### config.mk
export PLATFORM = sky130hd
export DESIGN_NAME = reno_congestion_window_control
export DESIGN_NICKNAME = d
export VERILOG_FILES = /design/src/design/rcwc_pkg.sv /design/src/design/rcwc_ctrl.sv /design/src/design/rcwc_datapath.sv /design/src/design/reno_congestion_window_control.sv
export SDC_FILE = /design/constraint.sdc
export NUM_CORES = 1
export LEC_CHECK = 0
export BUFFER_PORTS_ARGS = -buffer_cell sky130_fd_sc_hd__buf_4
export CORE_MARGIN = 1.5
export CORE_UTILIZATION = 30
export DETAILED_ROUTE_END_ITERATION = 6
export MAX_ROUTING_LAYER = met4
export SLEW_MARGIN = 25
export SYNTH_ARGS = -nofsm -noshare
export SYNTH_HDL_FRONTEND = slang
export SYNTH_SLANG_ARGS = --single-unit
### constraint.sdc
create_clock -name i_clk -period 9.9 [get_ports i_clk]
set_input_delay 0.99 -clock i_clk [delete_from_list [all_inputs] [get_ports i_clk]]
set_output_delay 0.99 -clock i_clk [all_outputs]
set_load 0.01 [all_outputs]
### src/design/rcwc_pkg.sv
// ---------------------------------------------------------------------------
// rcwc_pkg
// Shared types and constants of the Reno congestion window controller.
// ---------------------------------------------------------------------------
`default_nettype none

package rcwc_pkg;

    localparam int CMD_W       = 2;
    localparam int ACK_ID_W    = 8;
    localparam int CFG_THR_W   = 10;
    localparam int PKT_OUT_W   = 10;
    localparam int FRAC_OUT_W  = 16;
    localparam int THR_OUT_W   = 10;
    localparam int BASE_OUT_W  = 8;
    localparam int KIND_W      = 3;
    localparam int DUP_CNT_W   = 8;
    localparam int S_TDATA_W   = 8;
    localparam int S_TUSER_W   = 3;
    localparam int M_TDATA_W   = 48;
    localparam int M_TUSER_W   = 3;
    localparam int APB_ADDR_W  = 3;
    localparam int APB_DATA_W  = 32;

    localparam logic [CMD_W-1:0] CMD_ACK     = 2'd0;
    localparam logic [CMD_W-1:0] CMD_TIMEOUT = 2'd1;
    localparam logic [CMD_W-1:0] CMD_RESTART = 2'd2;

    localparam logic [KIND_W-1:0] KIND_NEW_ACK   = 3'd0;
    localparam logic [KIND_W-1:0] KIND_DUPLICATE = 3'd1;
    localparam logic [KIND_W-1:0] KIND_DISCARDED = 3'd2;
    localparam logic [KIND_W-1:0] KIND_TIMEOUT   = 3'd3;
    localparam logic [KIND_W-1:0] KIND_RESTART   = 3'd4;

    localparam logic [DUP_CNT_W-1:0] DUP_CNT_MAX = 8'hFF;

    localparam logic REG_INIT_SSTHRESH = 1'b0;
    localparam logic [CFG_THR_W-1:0] INIT_SSTHRESH_RST = 10'd8;

    typedef struct packed {
        logic load_in;
        logic div_start;
        logic div_step;
        logic commit;
    } t_ctl_cmd;

    typedef struct packed {
        logic need_div;
        logic div_last;
        logic out_free;
    } t_dp_status;

endpackage

`default_nettype wire

### src/design/rcwc_ctrl.sv
// ---------------------------------------------------------------------------
// rcwc_ctrl
// Sequencer: accepts an event, runs the reciprocal divide when needed and
// commits the update once the output register can take the result.
// ---------------------------------------------------------------------------
`default_nettype none

module rcwc_ctrl (
    input  wire                       i_clk,
    input  wire                       i_rst_n,
    input  wire                       i_s_tvalid,
    output logic                      o_s_tready,
    input  wire rcwc_pkg::t_dp_status i_sts,
    output rcwc_pkg::t_ctl_cmd        o_cmd
);

    typedef enum logic [3:0] {
        S_IDLE   = 4'b0001,
        S_EVAL   = 4'b0010,
        S_DIV    = 4'b0100,
        S_COMMIT = 4'b1000
    } t_state;

    t_state r_state;
    t_state n_state;

    always_comb begin
        o_cmd           = '0;
        o_cmd.load_in   = (r_state == S_IDLE) && i_s_tvalid;
        o_cmd.div_start = (r_state == S_EVAL) && i_sts.need_div;
        o_cmd.div_step  = (r_state == S_DIV);
        o_cmd.commit    = (r_state == S_COMMIT) && i_sts.out_free;
        o_s_tready      = (r_state == S_IDLE);
    end

    always_comb begin
        n_state = r_state;
        case (r_state)
            S_IDLE: begin
                if (i_s_tvalid) begin
                    n_state = S_EVAL;
                end
            end
            S_EVAL: begin
                n_state = i_sts.need_div ? S_DIV : S_COMMIT;
            end
            S_DIV: begin
                if (i_sts.div_last) begin
                    n_state = S_COMMIT;
                end
            end
            S_COMMIT: begin
                if (i_sts.out_free) begin
                    n_state = S_IDLE;
                end
            end
            default: begin
                n_state = S_IDLE;
            end
        endcase
    end

    always_ff @(posedge i_clk) begin
        if (!i_rst_n) begin
            r_state <= S_IDLE;
        end else begin
            r_state <= n_state;
        end
    end

    a_eval_after_accept: assert property (@(posedge i_clk) disable iff (!i_rst_n)
        (r_state == S_EVAL) |-> $past(o_cmd.load_in))
        else $error("evaluation entered without an accepted transfer");

    a_div_ends_in_commit: assert property (@(posedge i_clk) disable iff (!i_rst_n)
        (r_state == S_DIV && i_sts.div_last) |=> (r_state == S_COMMIT))
        else $error("divide finished without a commit");

endmodule

`default_nettype wire

### src/design/rcwc_datapath.sv
// ---------------------------------------------------------------------------
// rcwc_datapath
// Window state, event classification, bit-serial reciprocal divider and the
// output register.
// ---------------------------------------------------------------------------
`default_nettype none

module rcwc_datapath #(
    parameter int WINDOW_INT_BITS = 10,
    parameter int FRAC_BITS       = 16,
    parameter int DUP_THRESHOLD   = 3,
    parameter int ID_BITS         = 8
) (
    input  wire                                 i_clk,
    input  wire                                 i_rst_n,
    input  wire rcwc_pkg::t_ctl_cmd             i_cmd,
    output rcwc_pkg::t_dp_status                o_sts,
    input  wire [rcwc_pkg::CFG_THR_W-1:0]       i_init_thr,
    input  wire [rcwc_pkg::CMD_W-1:0]           i_in_cmd,
    input  wire [rcwc_pkg::ACK_ID_W-1:0]        i_in_ack_id,
    input  wire                                 i_in_ok,
    input  wire                                 i_m_tready,
    output logic                                o_m_tvalid,
    output logic [rcwc_pkg::M_TDATA_W-1:0]      o_m_tdata,
    output logic [rcwc_pkg::M_TUSER_W-1:0]      o_m_tuser
);

    localparam int WW  = WINDOW_INT_BITS + FRAC_BITS;
    localparam int LW  = (WINDOW_INT_BITS > rcwc_pkg::CFG_THR_W) ?
                         WINDOW_INT_BITS : rcwc_pkg::CFG_THR_W;
    localparam int CW  = $clog2(FRAC_BITS + 1);
    localparam logic [WW-1:0] ONE_PKT   = WW'(1) << FRAC_BITS;
    localparam logic [WW-1:0] DUP_FIXED = WW'(DUP_THRESHOLD) << FRAC_BITS;
    localparam logic [WW:0]   REM_INIT  = (WW + 1)'(1) << (FRAC_BITS - 1);
    localparam logic [FRAC_BITS:0] QUO_MAX = (FRAC_BITS + 1)'(1) << FRAC_BITS;
    localparam logic [LW-1:0] THR_MAX_X = LW'({WINDOW_INT_BITS{1'b1}});

    function automatic logic [WW-1:0] sat_add(input logic [WW-1:0] a,
                                              input logic [WW-1:0] b);
        logic [WW:0] s;
        s = {1'b0, a} + {1'b0, b};
        return s[WW] ? {WW{1'b1}} : s[WW-1:0];
    endfunction

    logic [WW-1:0]                   r_win;
    logic [WINDOW_INT_BITS-1:0]      r_thr;
    logic                            r_frec;
    logic [rcwc_pkg::DUP_CNT_W-1:0]  r_dup;
    logic [ID_BITS-1:0]              r_last_id;
    logic                            r_last_vld;
    logic [ID_BITS-1:0]              r_base;

    logic [rcwc_pkg::CMD_W-1:0]      r_cmd;
    logic [ID_BITS-1:0]              r_id;
    logic                            r_ok;

    logic [WW:0]                     r_rem;
    logic [FRAC_BITS:0]              r_quo;
    logic [CW-1:0]                   r_cnt;

    logic                            r_m_tvalid;
    logic [rcwc_pkg::M_TDATA_W-1:0]  r_m_tdata;
    logic [rcwc_pkg::M_TUSER_W-1:0]  r_m_tuser;

    logic [WW-1:0]                   n_win;
    logic [WINDOW_INT_BITS-1:0]      n_thr;
    logic                            n_frec;
    logic [rcwc_pkg::DUP_CNT_W-1:0]  n_dup;
    logic [ID_BITS-1:0]              n_last_id;
    logic                            n_last_vld;
    logic [ID_BITS-1:0]              n_base;
    logic [rcwc_pkg::KIND_W-1:0]     n_kind;

    logic                            is_dup;
    logic                            new_ack;
    logic                            slow_start;
    logic [WW-1:0]                   thr_fixed;
    logic [WINDOW_INT_BITS-1:0]      half_win;
    logic [WINDOW_INT_BITS-1:0]      thr_load;
    logic [LW-1:0]                   cfg_x;
    logic [rcwc_pkg::DUP_CNT_W-1:0]  dup_inc;
    logic [WW:0]                     rem_shift;
    logic                            rem_ge;

    assign is_dup     = r_last_vld && (r_id == r_last_id);
    assign new_ack    = (r_cmd == rcwc_pkg::CMD_ACK) && r_ok && (r_id == r_base) && !is_dup;
    assign thr_fixed  = {r_thr, {FRAC_BITS{1'b0}}};
    assign slow_start = (r_win < thr_fixed) || (r_win == '0);
    assign half_win   = r_win[WW-1:FRAC_BITS] >> 1;
    assign cfg_x      = LW'(i_init_thr);
    assign thr_load   = (cfg_x > THR_MAX_X) ? {WINDOW_INT_BITS{1'b1}}
                                            : WINDOW_INT_BITS'(cfg_x);
    assign dup_inc    = (r_dup != rcwc_pkg::DUP_CNT_MAX) ? r_dup + 1'b1 : r_dup;
    assign rem_shift  = {r_rem[WW-1:0], 1'b0};
    assign rem_ge     = (rem_shift >= {1'b0, r_win});

    assign o_sts.need_div = new_ack && !r_frec && !slow_start;
    assign o_sts.div_last = (r_cnt == CW'(FRAC_BITS));
    assign o_sts.out_free = !r_m_tvalid || i_m_tready;

    always_comb begin
        n_win      = r_win;
        n_thr      = r_thr;
        n_frec     = r_frec;
        n_dup      = r_dup;
        n_last_id  = r_last_id;
        n_last_vld = r_last_vld;
        n_base     = r_base;
        n_kind     = rcwc_pkg::KIND_DISCARDED;
        case (r_cmd)
            rcwc_pkg::CMD_ACK: begin
                if (new_ack) begin
                    n_kind     = rcwc_pkg::KIND_NEW_ACK;
                    n_last_id  = r_id;
                    n_last_vld = 1'b1;
                    n_dup      = '0;
                    n_base     = r_id + 1'b1;
                    if (r_frec) begin
                        n_win  = thr_fixed;
                        n_frec = 1'b0;
                    end else if (slow_start) begin
                        n_win = sat_add(r_win, ONE_PKT);
                    end else begin
                        n_win = sat_add(r_win, WW'(r_quo));
                    end
                end else if (is_dup) begin
                    n_kind = rcwc_pkg::KIND_DUPLICATE;
                    n_dup  = dup_inc;
                    if (!r_frec) begin
                        if (dup_inc == rcwc_pkg::DUP_CNT_W'(DUP_THRESHOLD)) begin
                            n_thr  = half_win;
                            n_win  = sat_add({half_win, {FRAC_BITS{1'b0}}}, DUP_FIXED);
                            n_frec = 1'b1;
                        end
                    end else begin
                        n_win = sat_add(r_win, ONE_PKT);
                    end
                end
            end
            rcwc_pkg::CMD_TIMEOUT: begin
                n_kind = rcwc_pkg::KIND_TIMEOUT;
                n_thr  = half_win;
                n_win  = ONE_PKT;
                n_dup  = '0;
                n_frec = 1'b0;
            end
            rcwc_pkg::CMD_RESTART: begin
                n_kind     = rcwc_pkg::KIND_RESTART;
                n_win      = ONE_PKT;
                n_thr      = thr_load;
                n_frec     = 1'b0;
                n_dup      = '0;
                n_last_id  = '0;
                n_last_vld = 1'b0;
                n_base     = '0;
            end
            default: begin
                n_kind = rcwc_pkg::KIND_DISCARDED;
            end
        endcase
    end

    always_ff @(posedge i_clk) begin
        if (!i_rst_n) begin
            r_win      <= ONE_PKT;
            r_thr      <= WINDOW_INT_BITS'(rcwc_pkg::INIT_SSTHRESH_RST);
            r_frec     <= 1'b0;
            r_dup      <= '0;
            r_last_id  <= '0;
            r_last_vld <= 1'b0;
            r_base     <= '0;
            r_m_tvalid <= 1'b0;
        end else begin
            if (i_cmd.commit) begin
                r_win      <= n_win;
                r_thr      <= n_thr;
                r_frec     <= n_frec;
                r_dup      <= n_dup;
                r_last_id  <= n_last_id;
                r_last_vld <= n_last_vld;
                r_base     <= n_base;
                r_m_tvalid <= 1'b1;
            end else if (i_m_tready) begin
                r_m_tvalid <= 1'b0;
            end
        end
    end

    always_ff @(posedge i_clk) begin
        if (i_cmd.load_in) begin
            r_cmd <= i_in_cmd;
            r_id  <= ID_BITS'(i_in_ack_id);
            r_ok  <= i_in_ok;
        end
        if (i_cmd.div_start) begin
            r_rem <= REM_INIT;
            r_quo <= '0;
            r_cnt <= '0;
        end else if (i_cmd.div_step) begin
            r_rem <= rem_ge ? (rem_shift - {1'b0, r_win}) : rem_shift;
            r_quo <= {r_quo[FRAC_BITS-1:0], rem_ge};
            r_cnt <= r_cnt + 1'b1;
        end
        if (i_cmd.commit) begin
            r_m_tdata <= {3'b000,
                          n_frec,
                          rcwc_pkg::BASE_OUT_W'(n_base),
                          rcwc_pkg::THR_OUT_W'(n_thr),
                          rcwc_pkg::FRAC_OUT_W'(n_win[FRAC_BITS-1:0]),
                          rcwc_pkg::PKT_OUT_W'(n_win[WW-1:FRAC_BITS])};
            r_m_tuser <= n_kind;
        end
    end

    assign o_m_tvalid = r_m_tvalid;
    assign o_m_tdata  = r_m_tdata;
    assign o_m_tuser  = r_m_tuser;

    a_window_floor: assert property (@(posedge i_clk) disable iff (!i_rst_n)
        (r_win != '0) |-> (r_win >= ONE_PKT))
        else $error("nonzero window fell below one packet");

    a_quotient_bound: assert property (@(posedge i_clk) disable iff (!i_rst_n)
        ($past(i_cmd.div_step) && $past(o_sts.div_last)) |-> (r_quo <= QUO_MAX))
        else $error("window increment exceeds one packet");

endmodule

`default_nettype wire

### src/design/reno_congestion_window_control.sv
// ---------------------------------------------------------------------------
// reno_congestion_window_control
// Reno style congestion window controller with slow start, congestion
// avoidance, fast recovery, timeout and restart events.
// ---------------------------------------------------------------------------
//  Channel   Direction  Signals                          Content
//  s_*       in         s_tvalid/s_tready/s_tdata/tuser  one event per transfer
//  m_*       out        m_tvalid/m_tready/m_tdata/tuser  window state per event
//  APB       in/out     psel/penable/pwrite/paddr/...    initial_ssthresh at 0x0
//
//  An event is accepted, evaluated and committed, with divide steps before the
//  commit when congestion avoidance needs the increment 2^(2*FRAC_BITS)/window;
//  the bit-serial divider produces one quotient bit per cycle, FRAC_BITS+1 bits in all.
//  One event is processed at a time; the next is taken once the result sits in
//  the output register, which holds it while m_tready is low.
//  Reset is synchronous and active low and needs no clearing pass.
// ---------------------------------------------------------------------------
`default_nettype none

module reno_congestion_window_control #(
    parameter int WINDOW_INT_BITS = 10,
    parameter int FRAC_BITS       = 16,
    parameter int DUP_THRESHOLD   = 3,
    parameter int ID_BITS         = 8
) (
    input  wire                                 i_clk,
    input  wire                                 i_rst_n,
    // APB configuration port
    input  wire                                 psel,
    input  wire                                 penable,
    input  wire                                 pwrite,
    input  wire  [rcwc_pkg::APB_ADDR_W-1:0]     paddr,
    input  wire  [rcwc_pkg::APB_DATA_W-1:0]     pwdata,
    output logic [rcwc_pkg::APB_DATA_W-1:0]     prdata,
    output logic                                pready,
    // Event input
    input  wire                                 s_tvalid,
    output logic                                s_tready,
    input  wire  [rcwc_pkg::S_TDATA_W-1:0]      s_tdata,  // ack_id[7:0]
    input  wire  [rcwc_pkg::S_TUSER_W-1:0]      s_tuser,  // cmd[1:0], checksum_ok[2]
    // Window output
    output logic                                m_tvalid,
    input  wire                                 m_tready,
    output logic [rcwc_pkg::M_TDATA_W-1:0]      m_tdata,  // window_packets[9:0],
                                                          // window_fraction[25:10],
                                                          // threshold_now[35:26],
                                                          // base_id[43:36],
                                                          // recovering[44]
    output logic [rcwc_pkg::M_TUSER_W-1:0]      m_tuser   // event_kind[2:0]
);

    logic [rcwc_pkg::CFG_THR_W-1:0] r_init_thr;
    rcwc_pkg::t_ctl_cmd             ctl_cmd;
    rcwc_pkg::t_dp_status           dp_sts;

    assign pready = 1'b1;

    always_ff @(posedge i_clk) begin
        if (!i_rst_n) begin
            r_init_thr <= rcwc_pkg::INIT_SSTHRESH_RST;
        end else if (psel && penable && pwrite && pready &&
                     (paddr[2] == rcwc_pkg::REG_INIT_SSTHRESH)) begin
            r_init_thr <= pwdata[rcwc_pkg::CFG_THR_W-1:0];
        end
    end

    always_comb begin
        prdata = '0;
        if (paddr[2] == rcwc_pkg::REG_INIT_SSTHRESH) begin
            prdata = rcwc_pkg::APB_DATA_W'(r_init_thr);
        end
    end

    rcwc_ctrl u_ctrl (
        .i_clk      (i_clk),
        .i_rst_n    (i_rst_n),
        .i_s_tvalid (s_tvalid),
        .o_s_tready (s_tready),
        .i_sts      (dp_sts),
        .o_cmd      (ctl_cmd)
    );

    rcwc_datapath #(
        .WINDOW_INT_BITS (WINDOW_INT_BITS),
        .FRAC_BITS       (FRAC_BITS),
        .DUP_THRESHOLD   (DUP_THRESHOLD),
        .ID_BITS         (ID_BITS)
    ) u_datapath (
        .i_clk       (i_clk),
        .i_rst_n     (i_rst_n),
        .i_cmd       (ctl_cmd),
        .o_sts       (dp_sts),
        .i_init_thr  (r_init_thr),
        .i_in_cmd    (s_tuser[1:0]),
        .i_in_ack_id (s_tdata),
        .i_in_ok     (s_tuser[2]),
        .i_m_tready  (m_tready),
        .o_m_tvalid  (m_tvalid),
        .o_m_tdata   (m_tdata),
        .o_m_tuser   (m_tuser)
    );

endmodule

`default_nettype wire

==> results.md <==
* Number of violations of the max-capacitance limit at 0
* Final RePlAce weighted congestion at between 0.9 and 1
* Number of buffer and inverter instances along the worst setup path at 1
* Library cell used as clock root buffer: sky130_fd_sc_hd__clkbuf_16
* Number of I/O pins at 139
* Mean routed wirelength per cell at 17.4 microns
* Wire length on met2 at 16000 microns
* Post-synth top area cell: sky130_fd_sc_hd__dfxtp_1
* Port buffer count at 88
* Die Width at 206 microns
* Final HPWL DP at 25900 microns
* Top cells by area in the synthesized netlist: sky130_fd_sc_hd__dfxtp_1 20%, sky130_fd_sc_hd__edfxtp_1 14%, sky130_fd_sc_hd__ha_1 6.5%
* First-pass GRT wire length at 56400 microns
* Arr. time, crit path at 4.27 ns
* Number of synthesized register bits at 184
* Hold_buf cts at 0
* Critical path peak fanout at 20
* Total vias in the final route at roughly 11000
* Asr flop ratio synth at 0
* Top cell type's share of synthesized area at 0.202
* Effective utilization at floorplan at 0.304
* Actual transition at the worst max-transition pin at 1.01 ns
* Drt drc at 0
* Die height at 206 microns
* Vias in the first global route at 10200
* Clock tree from TritonCTS: yes
* Met3 wire length at approximately 2300 microns
* Row cnt at between 70 and 80
* Part of the cycle the worst path needs at 0.416
* RSZ-0062 raised after global routing: no
* Wire length on met1 at about 18000 microns
* Hold Crit Class: reg -> reg
* Sequential fraction of the synthesis area at 0.345
* Gr usage total at 0.174
* Number of antenna-violating nets in the routed design at 0
* Fraction of final layout cells sized beyond drive strength 1 at 0.108
* Final setup violating endpoints at 0
* GRT overflow at 0
* Antenna diode count at 0
* Distinct cells, synth at 88
* Slew HR at 0.325
* Number of gates given a new drive strength after cts at 0
* Largest buffer count on any clock path at 2
* Utilization after layout at 0.340
* Worst-Skew Late Latency at 0.45 ns
* CP startpoint kind: flip-flop
* Synth Flop Type: sky130_fd_sc_hd__dfxtp_1
* Maximum number of pins on one net before global-route repair at 83
* Max Transition Viols Final at 0
* Critical path's slowest cell: sky130_fd_sc_hd__dfxtp_1
* Layout Skew at 0.0134 ns
* Worst Path Required at 10.04 ns
* Areal power density over the cells at 113 nW/um^2
* Worst-path cell chain: ha_1 > a2111oi_0 > o211ai_1 > a21oi_1 > nor2_1 > buf_4 > nand2b_1 > o31ai_1 > a221oi_1 > o21ai_1 > a21o_1 > o21ai_0
* Kind of cell with the highest combined delay on the critical path: compound AO/OA/AOI/OAI gates
* DRT Pass-1 Iters at 5
* Initial DRC Count at 1196
* Initial antenna violation count at 0
* Post-Synthesis Cell Area at 12400 sq um
* Longest individual stage delay on the worst path at 0.74 ns
* Setup Crit Path Kind: reg -> reg
* CTS Sinks at 184
* Wirelength, routed at 36500 microns
* H-tree depth at 4
* Setup fix buffers added after clock tree synthesis at 0
* Crit path time final at between 4 and 5 ns
* Synthesis-to-finish area growth at 12.0%
* Kind of end point of the critical path: flip-flop
* Final sum of negative setup slack at 0 ns
* Worst supply voltage drop on vdd at ~0.10 mV
* Final hold violation count at 0
* Via density per instance at 5.32
* DIE AREA at around 43000 sq um
* Max frequency at 0.243 GHz
* Result of the run: completed
* Post-layout net count at 1675
* Top layer in use: met4
* Core Region at between 40000 and 50000 sq um
* Inserted Clock Buffers at 17
* Static Leak at 5.15 nW
* Post-synthesis instance total at 1530
* Post-synthesis area per instance at 8.10 sq um
* Synthesis warning total at 0
* Number of flops mapped to enable cells by yosys at 59
* Reg clk slew, reported paths at 0.07 ns
power breakdown:
group / leakage, nW / switching, W / internal, W
registers: 1.56 / 0.00000788 / 0.000781
logic: 3.30 / 0.0000540 / 0.0000328
clock network: 0.292 / 0.000344 / 0.000345
total: 5.15 / 0.000406 / 0.00116
worst register-to-register path, cell delays in order (launching register included):
cell,delay [ns]
sky130_fd_sc_hd__dfxtp_1,0.74
sky130_fd_sc_hd__ha_1,0.38
sky130_fd_sc_hd__a2111oi_0,0.45
sky130_fd_sc_hd__o211ai_1,0.17
sky130_fd_sc_hd__a21oi_1,0.19
sky130_fd_sc_hd__nor2_1,0.07
sky130_fd_sc_hd__buf_4,0.19
sky130_fd_sc_hd__nand2b_1,0.56
sky130_fd_sc_hd__o31ai_1,0.42
sky130_fd_sc_hd__a221oi_1,0.13
sky130_fd_sc_hd__o21ai_1,0.26
sky130_fd_sc_hd__a21o_1,0.18
sky130_fd_sc_hd__o21ai_0,0.09
cells by family (layout without fill, tap and decap cells):
kind of cell               after synthesis  after routing  share of synthesized area
and+or+nand+nor                        574            574                      0.223
AOI/OAI and AO/OA                      444            444                      0.230
DFF                                    184            184                      0.345
buffers and inverters                  169            184                     0.0672
xor gates and xnor gates                69             69                     0.0493
adders and majority gates               66             66                     0.0678
muxes                                   22             22                     0.0179
other                                    2             26                   0.000606
flip-flops by register name, indices dropped and copies added, names as in the netlist, 3 cells and up:
register              count
u_datapath.r_cnt          5
u_datapath.r_base         8
u_datapath.o_m_tdata     45
u_datapath.r_rem         26
u_datapath.r_id           8
u_datapath.o_m_tuser      3
r_init_thr               10
u_datapath.r_quo         17
u_datapath.r_last_id      8
u_datapath.r_dup          8
u_datapath.r_win         26
u_datapath.r_thr         10
u_ctrl.r_state            4
final timing paths:
check                                     startpoint                 endpoint  slack, ns  cells after the start
worst min register to register   u_datapath.r_thr[8]      u_datapath.r_thr[8]       0.47                      2
worst max-delay path            u_datapath.r_win[23]  u_datapath.o_m_tdata[7]       5.78                     12
worst min-delay path             u_datapath.r_thr[8]      u_datapath.r_thr[8]       0.47                      2
worst max register to register  u_datapath.r_win[23]  u_datapath.o_m_tdata[7]       5.78                     12
synthesized netlist by cell type (all sizes together) (40+ instances only):
library cell,instances
a21oi,144
buf,62
clkbuf,55
dfxtp,125
edfxtp,59
ha,64
inv,51
nand2,202
nand3,52
nor2,121
nor2b,40
o21ai,106
xnor2,54
metrics by stage:
step                      cells  power, W  setup WS (ns)  cell area (sq um)  hold WS, ns
final                      2101   0.00156           5.78              13900        0.472
after global routing       2101   0.00162           5.47              13900        0.481
after detailed placement   2069  0.000892           5.45              13300        0.459
after CTS                  2101   0.00158           5.85              13900        0.471
after global placement     2069  0.000891           5.53              13300        0.455
after floorplan            1554  0.000871           6.28              12500        0.441
area by class of cell:
type,instances,area (sq um)
fill,4269,26900
multi-input combinational,1201,7400
sequential,184,4270
timing repair buffer,100,751
tap,532,666
clock buffer,18,439
inverter,52,196
clock inverter,14,159
layout by cell type (no fill, tap or decap), types with 52 or more instances in the layout:
master,synthesis,final
sky130_fd_sc_hd__nand2_1,201,201
sky130_fd_sc_hd__a21oi_1,137,137
sky130_fd_sc_hd__dfxtp_1,125,125
sky130_fd_sc_hd__nor2_1,121,121
sky130_fd_sc_hd__buf_4,29,100
sky130_fd_sc_hd__o21ai_0,99,99
sky130_fd_sc_hd__ha_1,64,64
sky130_fd_sc_hd__edfxtp_1,59,59
sky130_fd_sc_hd__xnor2_1,53,53
sky130_fd_sc_hd__nand3_1,52,52
routing by layer:
metal / track usage / up-vias
met5: - / -
met1: 0.241 / 5300
met2: 0.257 / 363
met4: 0.0525 / 0
met3: 0.0285 / 44
li1: - / 5480
Note: power is estimated with default switching activity, not from simulation.
